--- src/rtl/core/clpm_pkg.sv ---
// clpm_pkg: shared widths, codes, types and helpers for the callsign prefix matcher
// no dependencies; used by clpm_ctrl, clpm_dp, the top level and the checker
`default_nettype none

package clpm_pkg;

    // table geometry
    localparam int TABLE_DEPTH = 2048;
    localparam int MAX_CHARS   = 8;
    localparam int IDX_W       = $clog2(TABLE_DEPTH);

    // fixed field widths
    localparam int CFG_W   = 12;
    localparam int ENTRY_W = 11;
    localparam int TEXT_W  = 64;
    localparam int LEN_W   = 4;
    localparam int CTRY_W  = 10;
    localparam int CHAR_W  = 8;

    // width wide enough to hold both the register value and the table depth
    localparam int SAT_W = (CFG_W > IDX_W + 1) ? CFG_W : IDX_W + 1;

    // item command codes
    localparam logic CMD_LOAD   = 1'b0;
    localparam logic CMD_LOOKUP = 1'b1;

    // one stored table entry
    typedef struct packed {
        logic [TEXT_W-1:0] text;
        logic [LEN_W-1:0]  len;
        logic [CTRY_W-1:0] ctry;
    } t_entry;

    // commands from the controller to the datapath
    typedef struct packed {
        logic             wr_en;
        logic             rd_en;
        logic [IDX_W-1:0] rd_addr;
        logic             call_load;
        logic             best_clear;
        logic             out_load;
    } t_dp_cmd;

    // fold a-z to upper case
    function automatic logic [CHAR_W-1:0] fold_char(input logic [CHAR_W-1:0] c);
        logic [CHAR_W-1:0] r;
        r = c;
        if (c >= 8'h61 && c <= 8'h7a) begin
            r = c - 8'h20;
        end
        return r;
    endfunction

    // saturate a character count at MAX_CHARS
    function automatic logic [LEN_W-1:0] clamp_len(input logic [LEN_W-1:0] l);
        logic [LEN_W-1:0] r;
        r = l;
        if (l > LEN_W'(MAX_CHARS)) begin
            r = LEN_W'(MAX_CHARS);
        end
        return r;
    endfunction

endpackage

`default_nettype wire

--- src/rtl/core/clpm_ctrl.sv ---
// clpm_ctrl: sequencer for loads and table scans, entries_in_use register and result valid
// depends on clpm_pkg; commands clpm_dp through clpm_pkg::t_dp_cmd
`default_nettype none

module clpm_ctrl (
    input  wire logic                         i_clk,
    input  wire logic                         i_rst_n,
    input  wire logic                         i_in_valid,
    input  wire logic                         i_cmd,
    input  wire logic [clpm_pkg::ENTRY_W-1:0] i_entry_index,
    output logic                              o_in_stall,
    output logic                              o_out_valid,
    input  wire logic                         i_out_stall,
    input  wire logic                         i_cfg_we,
    input  wire logic [clpm_pkg::CFG_W-1:0]   i_cfg_wdata,
    output clpm_pkg::t_dp_cmd                 o_dp_cmd
);

    typedef enum logic [1:0] {
        ST_IDLE,
        ST_SCAN,
        ST_DRAIN,
        ST_DONE
    } t_state;

    t_state                     r_state, n_state;
    logic [clpm_pkg::IDX_W-1:0] r_addr, n_addr;
    logic [clpm_pkg::IDX_W-1:0] r_last, n_last;
    logic [clpm_pkg::CFG_W-1:0] r_cfg, n_cfg;
    logic                       r_out_valid, n_out_valid;

    logic [clpm_pkg::SAT_W-1:0] n_sat;
    logic                       in_acc;
    logic                       out_free;

    // entries to scan, saturated at the table depth
    always_comb begin
        n_sat = (clpm_pkg::SAT_W'(r_cfg) > clpm_pkg::SAT_W'(clpm_pkg::TABLE_DEPTH)) ?
                clpm_pkg::SAT_W'(clpm_pkg::TABLE_DEPTH) : clpm_pkg::SAT_W'(r_cfg);
    end

    assign in_acc   = i_in_valid && (r_state == ST_IDLE);
    assign out_free = !r_out_valid || !i_out_stall;

    // next state and datapath commands
    always_comb begin
        n_state     = r_state;
        n_addr      = r_addr;
        n_last      = r_last;
        n_cfg       = r_cfg;
        n_out_valid = r_out_valid && i_out_stall;
        o_dp_cmd    = '0;
        o_dp_cmd.rd_addr = r_addr;

        if (i_cfg_we) begin
            n_cfg = i_cfg_wdata;
        end

        case (r_state)
            ST_IDLE: begin
                if (in_acc) begin
                    if (i_cmd == clpm_pkg::CMD_LOAD) begin
                        // slots beyond the table are dropped
                        o_dp_cmd.wr_en = (32'(i_entry_index) < clpm_pkg::TABLE_DEPTH);
                    end else begin
                        o_dp_cmd.call_load  = 1'b1;
                        o_dp_cmd.best_clear = 1'b1;
                        n_addr = '0;
                        n_last = clpm_pkg::IDX_W'(n_sat - clpm_pkg::SAT_W'(1));
                        // empty table gives not found straight away
                        n_state = (n_sat == '0) ? ST_DONE : ST_SCAN;
                    end
                end
            end
            ST_SCAN: begin
                o_dp_cmd.rd_en = 1'b1;
                n_addr = r_addr + clpm_pkg::IDX_W'(1);
                if (r_addr == r_last) begin
                    n_state = ST_DRAIN;
                end
            end
            ST_DRAIN: begin
                // last read is compared this cycle
                n_state = ST_DONE;
            end
            ST_DONE: begin
                if (out_free) begin
                    o_dp_cmd.out_load = 1'b1;
                    n_out_valid = 1'b1;
                    n_state     = ST_IDLE;
                end
            end
            default: begin
                n_state = ST_IDLE;
            end
        endcase
    end

    // state and registered outputs
    always_ff @(posedge i_clk) begin
        if (!i_rst_n) begin
            r_state     <= ST_IDLE;
            r_addr      <= '0;
            r_last      <= '0;
            r_cfg       <= '0;
            r_out_valid <= 1'b0;
        end else begin
            r_state     <= n_state;
            r_addr      <= n_addr;
            r_last      <= n_last;
            r_cfg       <= n_cfg;
            r_out_valid <= n_out_valid;
        end
    end

    assign o_in_stall  = (r_state != ST_IDLE);
    assign o_out_valid = r_out_valid;

endmodule

`default_nettype wire

--- config.mk ---
export PLATFORM = sky130hd
export DESIGN_NAME = clpm_ctrl
export DESIGN_NICKNAME = d
export VERILOG_FILES = /design/src/rtl/core/clpm_pkg.sv /design/src/rtl/core/clpm_ctrl.sv
export SDC_FILE = /design/constraint.sdc
export NUM_CORES = 1
export LEC_CHECK = 0
export ABC_AREA = 0
export ABC_CLOCK_PERIOD_IN_PS = 3550
export CAP_MARGIN = 40
export CORE_UTILIZATION = 57
export CTS_BUF_LIST = sky130_fd_sc_hd__clkbuf_16
export DETAILED_ROUTE_END_ITERATION = 8
export DONT_BUFFER_PORTS = 1
export GPL_ROUTABILITY_DRIVEN = 0
export MAX_ROUTING_LAYER = met4
export PLACE_DENSITY = 0.73
export RECOVER_POWER = 50
export SLEW_MARGIN = 20
export SYNTH_ARGS = -nofsm -noshare
export SYNTH_HDL_FRONTEND = slang
export SYNTH_SLANG_ARGS = --single-unit
--- constraint.sdc ---
create_clock -name i_clk -period 3.55 [get_ports i_clk]
set_clock_uncertainty 0.2 [all_clocks]
set_input_delay 0.71 -clock i_clk [delete_from_list [all_inputs] [get_ports i_clk]]
set_output_delay 0.71 -clock i_clk [all_outputs]
set_load 0.05 [all_outputs]
==> results of run 1 <==
-- where the power goes --
group          switching, mW  total (mW)  internal [mW]
Combinational          0.200       0.305          0.105
Sequential            0.0493       0.502          0.453
Clock                  0.163       0.416          0.252
-- cell type report --
class | count | share of cell area
clock buffers | 5 | 0.0598
inverters | 8 | 0.0144
flip-flops and latches | 37 | 0.354
clock inverters | 3 | 0.00538
repair buffers | 2 | 0.00718
multi-input cells | 167 | 0.533
well taps | 44 | 0.0263
-- worst register-to-register path, cell delays in order, from the launching register on --
cell,delay (ns)
sky130_fd_sc_hd__dfxtp_1,0.51
sky130_fd_sc_hd__inv_1,0.22
sky130_fd_sc_hd__nand2_1,0.16
sky130_fd_sc_hd__ha_1,0.32
sky130_fd_sc_hd__a21boi_0,0.49
sky130_fd_sc_hd__nand3_1,0.14
sky130_fd_sc_hd__a32oi_1,0.28
sky130_fd_sc_hd__a21oi_1,0.10
-- state kept, by name, indices dropped and copies added, names as in the netlist --
register	cells
o_out_valid	1
r_addr	11
r_cfg	12
r_last	11
r_state	2
-- routing by layer --
layer  vias to the layer above  part of all wire
li1                        779                 -
met1                       735              0.45
met2                        40              0.48
met3                         5             0.059
met4                         0             0.018
met5                         -                 0
-- cells in the mapped netlist, types with 2 or more instances --
cell and n:
sky130_fd_sc_hd__mux2i_1 13, sky130_fd_sc_hd__nand2_1 18, sky130_fd_sc_hd__a21boi_0 2, sky130_fd_sc_hd__xnor2_1 6
sky130_fd_sc_hd__or3_1 2, sky130_fd_sc_hd__dfxtp_1 37, sky130_fd_sc_hd__inv_1 8, sky130_fd_sc_hd__nand4_1 2
sky130_fd_sc_hd__o21ai_0 10, sky130_fd_sc_hd__ha_1 7, sky130_fd_sc_hd__a21oi_1 10, sky130_fd_sc_hd__nor2_1 30
sky130_fd_sc_hd__nor2b_1 3, sky130_fd_sc_hd__a31oi_1 6, sky130_fd_sc_hd__nor4_1 3, sky130_fd_sc_hd__clkbuf_8 2
sky130_fd_sc_hd__a32oi_1 2, sky130_fd_sc_hd__clkbuf_1 4, sky130_fd_sc_hd__a211oi_1 2, sky130_fd_sc_hd__nand3_1 7
sky130_fd_sc_hd__xor2_1 16, sky130_fd_sc_hd__and3_1 2, sky130_fd_sc_hd__nor3_1 5
-- path summary, 6_finish.rpt --
| path | from | to | cells after the start |
|---|---|---|---|
| worst max-delay path | r_state[0] | o_dp_cmd[2] | 5 |
| worst min-delay path | r_last[0] | r_last[0] | 2 |
| worst max register to register | r_cfg[11] | r_last[10] | 7 |
| worst min register to register | r_last[0] | r_last[0] | 2 |
-- cell families after synthesis --
group | count (synthesis) | share of synthesized area
buf+inv | 18 | 0.0494
compound gates | 43 | 0.146
fa+ha+maj | 7 | 0.0449
xor+xnor | 22 | 0.0987
mux | 13 | 0.0667
flops | 37 | 0.379
simple gates | 82 | 0.215
-- per-stage QoR --
stage          power (mW)  utilization
2_1_floorplan       0.774            -
3_3_place_gp        0.802        0.620
3_5_place_dp        0.813        0.620
4_1_cts              1.23        0.663
5_1_grt              1.28        0.663
6_report             1.22        0.663
==> results.txt, run 1 <==
----------------------------------------------------
[Outcome]
  Outcome ... finished clean

[Power]
  Worst supply voltage drop on vdd ... 425 uV
  Leak Pwr ... 0.904 nW
  Power density normalized to cell area ... 584 nW/um^2

[Critical path]
  Arrival time of the worst setup path ... 1.83 ns
  Critical Path End Type ... output pin
  Cell type of the slowest stage on the worst timing path ... sky130_fd_sc_hd__buf_4
  Worst path required time ... 2.64 ns
  Worst path top cell family by delay ... buffers and inverters
  Worst path most repeated cell ... sky130_fd_sc_hd__inv_1
  Delay of the slowest cell on the worst path ... 0.41 ns
  Crit-path max FO ... 20
  Worst path bufs/invs ... 3
  Crit start category ... register
  Setup slack on the worst flop-to-flop path ... 0.99 ns
  Critical path, cell by cell ... inv_1, ha_1, nand3_2, inv_1, buf_4
  Crit Path Class ... reg2out

[Clocking]
  Cts bufs inserted ... 5
  Number of gates given a new drive strength after cts ... 0
  Hold buffer count at CTS ... 0
  H-tree levels ... 2
  Clk slew on worst S/H paths ... 0.05 ns
  Sinks on Clock Net ... 37
  Root Buffer Master ... sky130_fd_sc_hd__clkbuf_16
  TritonCTS clock tree ... done
  Max Root-Sink Buffers ... 2
  Setup bufs post-CTS ... 0
  Clock Latency Late Sink ... 0.28 ns

[Place]
  Count of buffers inserted at the top-level ports ... 0
  Half-perimeter wire length after detailed placement ... 2840 microns
  Pre-CTS worst setup slack ... 1.06 ns
  Placed Cells incl. Taps ... 258
  Total placed instance area ... 1960 sq um

[STA]
  Max transition margin ... 0.409
  Final cycle utilization of the critical path ... 0.773
  Post-route minimum period ... 2.74 ns
  Setup repair after global routing missed its margin ... false
  Crit path setup slack, layout ... 0.807 ns
  Aggregate negative setup slack ... 0 ns
  Fin. Hold Viols ... 0
  Max Transition Viols Final ... 0
  Worst slew pin tran ... 0.883 ns
  Hold Slack ... 0.268 ns
  Highest achievable clock rate ... 365 MHz
  Number of setup violations in the final report ... 0

[Finish]
  Proportion of layout cells with a drive suffix above 1 ... 0.0676
  Count of fill cells added during filler insertion ... 274
  Commonest non-fill, non-tap cells in the layout ... sky130_fd_sc_hd__dfxtp_1, sky130_fd_sc_hd__nor2_1, sky130_fd_sc_hd__nand2_1, sky130_fd_sc_hd__xor2_1, sky130_fd_sc_hd__mux2i_1
  Commonest non-fill, non-tap cell in the layout ... sky130_fd_sc_hd__dfxtp_1
  Total inserted antenna cells ... 0
  Layout area overhead ... 7.18%
  Number of standard cells in the layout, taps in and fillers out ... 266
  Seq. cell area ... 741 sq um
  Final non-filler cell area ... 2090 sq um
  Area occupied by multi-input gates ... 1110 sq um
  Final-stage net count ... 257

[Floorplanning]
  Row count ... 20
  Vertical die dimension ... 60.5 microns
  Placeable core area ... 3150 sq um
  Initial standard-cell utilization of the core ... 0.619
  X dimension of the die ... 60.5 microns
  Number of placed I/O pins ... 47
  Floorplan die area ... 3660 sq um

[Global routing]
  Grt met1 use ... 0.286
  Layer with the highest usage ... met2
  Antenna violations before repair ... 0
  Global routing usage on met3 ... 0.0810
  Overflow left after global routing ... 0
  Wire length of the first global-routing pass ... 6460 microns
  Number of global-route vias before repair ... 1,489
  Largest net degree at the start of global routing ... 22
  Met2 Resource Use GR ... 0.407
  Aggregate global-route resource usage ... 0.251

[Logic synthesis]
  Number of enable flip-flop cells after synthesis ... 0
  Flops & latches, synth ... 37
  Net Count, Synth ... 258
  Number of cells produced by synthesis ... 222
  Portion of the post-synthesis area used by sequential elements ... 0.379
  Count of distinct cell types in the synthesized netlist ... 48
  Leading area contributor after synthesis ... sky130_fd_sc_hd__dfxtp_1
  Post-synth top area share ... 0.379
  Post-synthesis average cell area ... 8.79 sq um
  Ys Warns ... 0
  Most used flip-flop cell after synthesis ... sky130_fd_sc_hd__dfxtp_1
  Largest cells by area after synthesis ... sky130_fd_sc_hd__dfxtp_1, sky130_fd_sc_hd__xor2_1, sky130_fd_sc_hd__mux2i_1, sky130_fd_sc_hd__nor2_1, sky130_fd_sc_hd__ha_1
  Synth Cell Area ... 1950 sq um
  Share of async-settable or async-resettable flops after synthesis ... 0

[Hold path]
  Class of the worst hold path ... reg2reg

[Routing]
  Residual antenna-violating net count after detailed routing ... 0
  Detail-routed net length per standard cell ... 14.9 microns
  Pre-antenna DRT Iters ... 4
  Routed via count divided by cell count ... 5.86
  Residual DRC count ... 0
  Post-detailed-routing wire length ... 3970 microns
  Via count of the routed design ... 1,559
  Number of design-rule violations left by the first detailed-router iteration ... 100

[Flow run]
  MaxCap Viol Count ... 0

----------------------------------------------------
Note: power is estimated with default switching activity, not from simulation.
==> run 2: changes to the inputs <==
ABC_AREA = 1   (was 0)
ABC_CLOCK_PERIOD_IN_PS = 2500   (was 3550)
CORE_UTILIZATION = 56   (was 57)
PLACE_DENSITY = 0.75   (was 0.73)
clock period = 2.5 ns   (was 3.55 ns; I/O delays follow)
==> results.txt, run 2 <==
----------------------------------------------------
[Outcome]
  Outcome ... finished clean (unchanged)

[Logic synthesis]
  Synth Cell Area ... 1960 sq um (was 1950 sq um)
  Share of async-settable or async-resettable flops after synthesis ... 0 (unchanged)
  Most common cell in the netlist ... sky130_fd_sc_hd__nand2_1 (was sky130_fd_sc_hd__dfxtp_1)
  Number of cells produced by synthesis ... 279 (was 222)
  Ys Warns ... 0 (unchanged)
  Portion of the post-synthesis area used by sequential elements ... 0.379 (about the same)
  Number of enable flip-flop cells after synthesis ... 0 (unchanged)
  Post-synth top area share ... 0.379 (about the same)
  Flops & latches, synth ... 37 (unchanged)
  Most used flip-flop cell after synthesis ... sky130_fd_sc_hd__dfxtp_1 (unchanged)
  Count of distinct cell types in the synthesized netlist ... 29 (was 48)
  Most used standard cells in the synthesized netlist ... sky130_fd_sc_hd__nand2_1, sky130_fd_sc_hd__dfxtp_1, sky130_fd_sc_hd__inv_1 (was sky130_fd_sc_hd__dfxtp_1, sky130_fd_sc_hd__nor2_1, sky130_fd_sc_hd__nand2_1)
  Leading area contributor after synthesis ... sky130_fd_sc_hd__dfxtp_1 (unchanged)
  Largest cells by area after synthesis ... sky130_fd_sc_hd__dfxtp_1, sky130_fd_sc_hd__nand2_1, sky130_fd_sc_hd__o21ai_0, sky130_fd_sc_hd__inv_1, sky130_fd_sc_hd__nor2_1 (was sky130_fd_sc_hd__dfxtp_1, sky130_fd_sc_hd__xor2_1, sky130_fd_sc_hd__mux2i_1, sky130_fd_sc_hd__nor2_1, sky130_fd_sc_hd__ha_1)
  Net Count, Synth ... 315 (was 258)
  Post-synthesis average cell area ... 7.01 sq um (was 8.79 sq um)

[STA]
  Number of setup violations in the final report ... 0 (unchanged)
  Post-route minimum period ... 2.29 ns
  Final cycle utilization of the critical path ... 0.915
  Crit path setup slack, layout ... 0.212 ns (was 0.807 ns)
  Highest achievable clock rate ... 437 MHz
  Fin. Hold Viols ... 0 (unchanged)
  Max transition margin ... 0.505 (was 0.409)
  Setup repair after global routing missed its margin ... false (unchanged)
  Worst slew pin tran ... 0.743 ns (was 0.883 ns)
  Max Transition Viols Final ... 0 (unchanged)
  Aggregate negative setup slack ... 0 ns (unchanged)

[Finish]
  Leading registers by flop count ... r_cfg: 12 flops, r_addr: 11 flops, r_last: 11 flops (unchanged)
  Layout area overhead ... 13.2% (was 7.18%)
  Count of fill cells added during filler insertion ... 297 (was 274)
  Commonest non-fill, non-tap cells in the layout ... sky130_fd_sc_hd__nand2_1, sky130_fd_sc_hd__dfxtp_1, sky130_fd_sc_hd__inv_1, sky130_fd_sc_hd__nor2_1, sky130_fd_sc_hd__o21ai_0 (was sky130_fd_sc_hd__dfxtp_1, sky130_fd_sc_hd__nor2_1, sky130_fd_sc_hd__nand2_1, sky130_fd_sc_hd__xor2_1, sky130_fd_sc_hd__mux2i_1)
  Proportion of layout cells with a drive suffix above 1 ... 0.0606 (was 0.0676)
  Commonest non-fill, non-tap cell in the layout ... sky130_fd_sc_hd__nand2_1 (was sky130_fd_sc_hd__dfxtp_1)
  Utilization of the core after routing ... 0.664 (was 0.663)
  Final-stage net count ... 332 (was 257)
  Area occupied by multi-input gates ... 1050 sq um (was 1110 sq um)
  Number of flip-flops in the largest register ... 12 (unchanged)
  Seq. cell area ... 741 sq um (unchanged)
  Most flop-heavy register ... r_cfg (unchanged)
  Total inserted antenna cells ... 0 (unchanged)

[Global routing]
  Largest net degree at the start of global routing ... 27 (was 22)
  Antenna violations before repair ... 0 (unchanged)
  Number of global-route vias before repair ... 1,431 (was 1,489)
  Aggregate global-route resource usage ... 0.233 (was 0.251)
  Overflow left after global routing ... 0 (unchanged)
  Wire length of the first global-routing pass ... 6130 microns (was 6460 microns)

[Critical path]
  Delay of the slowest cell on the worst path ... 0.32 ns (was 0.41 ns)
  Crit start category ... register (unchanged)
  Cell type of the slowest stage on the worst timing path ... sky130_fd_sc_hd__dfxtp_1 (was sky130_fd_sc_hd__buf_4)
  Worst path most repeated cell ... sky130_fd_sc_hd__inv_1 (unchanged)
  Crit-path max FO ... 22 (was 20)
  Critical path, cell by cell ... inv_1, ha_1, nand3_2, inv_1, buf_12 (was inv_1, ha_1, nand3_2, inv_1, buf_4)
  RR Startpoint ... r_state[0] (was r_cfg[11])
  Arrival time of the worst setup path ... 1.59 ns (was 1.83 ns)
  Crit. Startpoint ... r_state[0] (unchanged)
  Worst path required time ... 1.80 ns (was 2.64 ns)
  Crit Path Class ... reg2out (unchanged)
  Critical Path End Type ... output pin (unchanged)

[Hold path]
  Startpoint of the most critical hold path ... i_rst_n (was r_last[0])
  Class of the worst hold path ... in2reg (was reg2reg)

[Floorplanning]
  Initial standard-cell utilization of the core ... 0.586 (was 0.619)
  Vertical die dimension ... 61.1 microns (was 60.5 microns)
  X dimension of the die ... 61.1 microns (was 60.5 microns)
  Floorplan die area ... 3730 sq um (was 3660 sq um)
  Number of placed I/O pins ... 47 (unchanged)
  Placeable core area ... 3340 sq um (was 3150 sq um)
  Row count ... 21 (was 20)

[Clocking]
  Hold buffer count at CTS ... 0 (unchanged)
  Number of gates given a new drive strength after cts ... 0 (unchanged)
  Clock Latency Late Sink ... 0.28 ns (about the same)
  Max Root-Sink Buffers ... 2 (unchanged)
  Setup bufs post-CTS ... 0 (unchanged)
  H-tree levels ... 2 (unchanged)
  Clk slew on worst S/H paths ... 0.05 ns (about the same)
  Cts bufs inserted ... 5 (unchanged)
  Sinks on Clock Net ... 37 (unchanged)
  TritonCTS clock tree ... done (unchanged)
  Root Buffer Master ... sky130_fd_sc_hd__clkbuf_16 (unchanged)

[Flow run]
  MaxCap Viol Count ... 0 (unchanged)

[Routing]
  Pre-antenna DRT Iters ... 4 (unchanged)
  Post-detailed-routing wire length ... 3840 microns (was 3970 microns)
  Routed via count divided by cell count ... 5.15 (was 5.86)
  Number of design-rule violations left by the first detailed-router iteration ... 68 (was 100)
  Residual DRC count ... 0 (unchanged)
  Residual antenna-violating net count after detailed routing ... 0 (unchanged)
  Via count of the routed design ... 1,766 (was 1,559)
  Detail-routed net length per standard cell ... 11.2 microns (was 14.9 microns)

[Power]
  Leak Pwr ... 0.984 nW (was 0.904 nW)
  Power density normalized to cell area ... 908 nW/um^2 (was 584 nW/um^2)
  Worst supply voltage drop on vdd ... 545 uV (was 425 uV)

[Place]
  Count of buffers inserted at the top-level ports ... 0 (unchanged)
  Half-perimeter wire length after detailed placement ... 2810 microns (was 2840 microns)
  Pre-CTS worst setup slack ... 0.385 ns (was 1.06 ns)

----------------------------------------------------
[run 2: report_power, final]
part	switching [mW]	leakage [nW]	internal, mW	total [mW]
registers	0.0528	0.303	0.661	0.714
logic	0.488	0.612	0.223	0.711
clock network	0.227	0.0687	0.360	0.587
total	0.768	0.984	1.24	2.01
[run 2: worst max-delay path: cells and delay by family (launching register included)]
kind,cells,cell delay (ns)
simple gates,1,0.17
buf+inv,3,0.48
fa+ha+maj,1,0.32
flops,1,0.32
[run 2: cell type report]
cell class / count / share of cell area
well taps: 46 / 0.0260
repair buffers: 17 / 0.0429
clock buffers: 5 / 0.0565
clock inverters: 3 / 0.00565
multi-input cells: 200 / 0.475
inverters: 35 / 0.0593
flip-flops and latches: 37 / 0.334
[run 2: final timing paths]
path         cells past startpoint          end  slack [ns]
max                              5  o_dp_cmd[2]        0.21
min                              2   r_state[0]        0.15
max reg2reg                     11    r_addr[9]        0.37
min reg2reg                      2     r_cfg[3]        0.27
[run 2: kinds of logic (layout without fill, tap and decap cells)]
group                    after synthesis  after routing  synth area share
XOR/XNOR                              14             14            0.0627
buffers and inverters                 42             60            0.0832
adder cells (fa/ha/maj)                7              7            0.0448
AO/OA/AOI/OAI                         60             60             0.168
AND/OR/NAND/NOR                      119            119             0.263
flip-flops                            37             37             0.379
[run 2: metrics by stage]
step	hold slack [ns]	power [mW]	instances	cell area, sq um
after CTS	0.145	2.03	343	2260
after global routing	0.149	2.15	343	2210
after global placement	0.259	1.43	335	2120
final	0.149	2.01	343	2210
after detailed placement	0.261	1.44	335	2120
after floorplan	0.244	1.30	279	1960
[run 2: routing by layer]
metal / GRT usage / vias to the layer above / wire (microns) / part of all wire
li1: - / 943 / - / -
met1: 0.283 / 777 / 1830 / 0.48
met2: 0.365 / 44 / 1810 / 0.47
met3: 0.0777 / 2 / 189 / 0.049
met4: 0.0747 / 0 / 19 / 0.0049
met5: - / - / 0 / 0
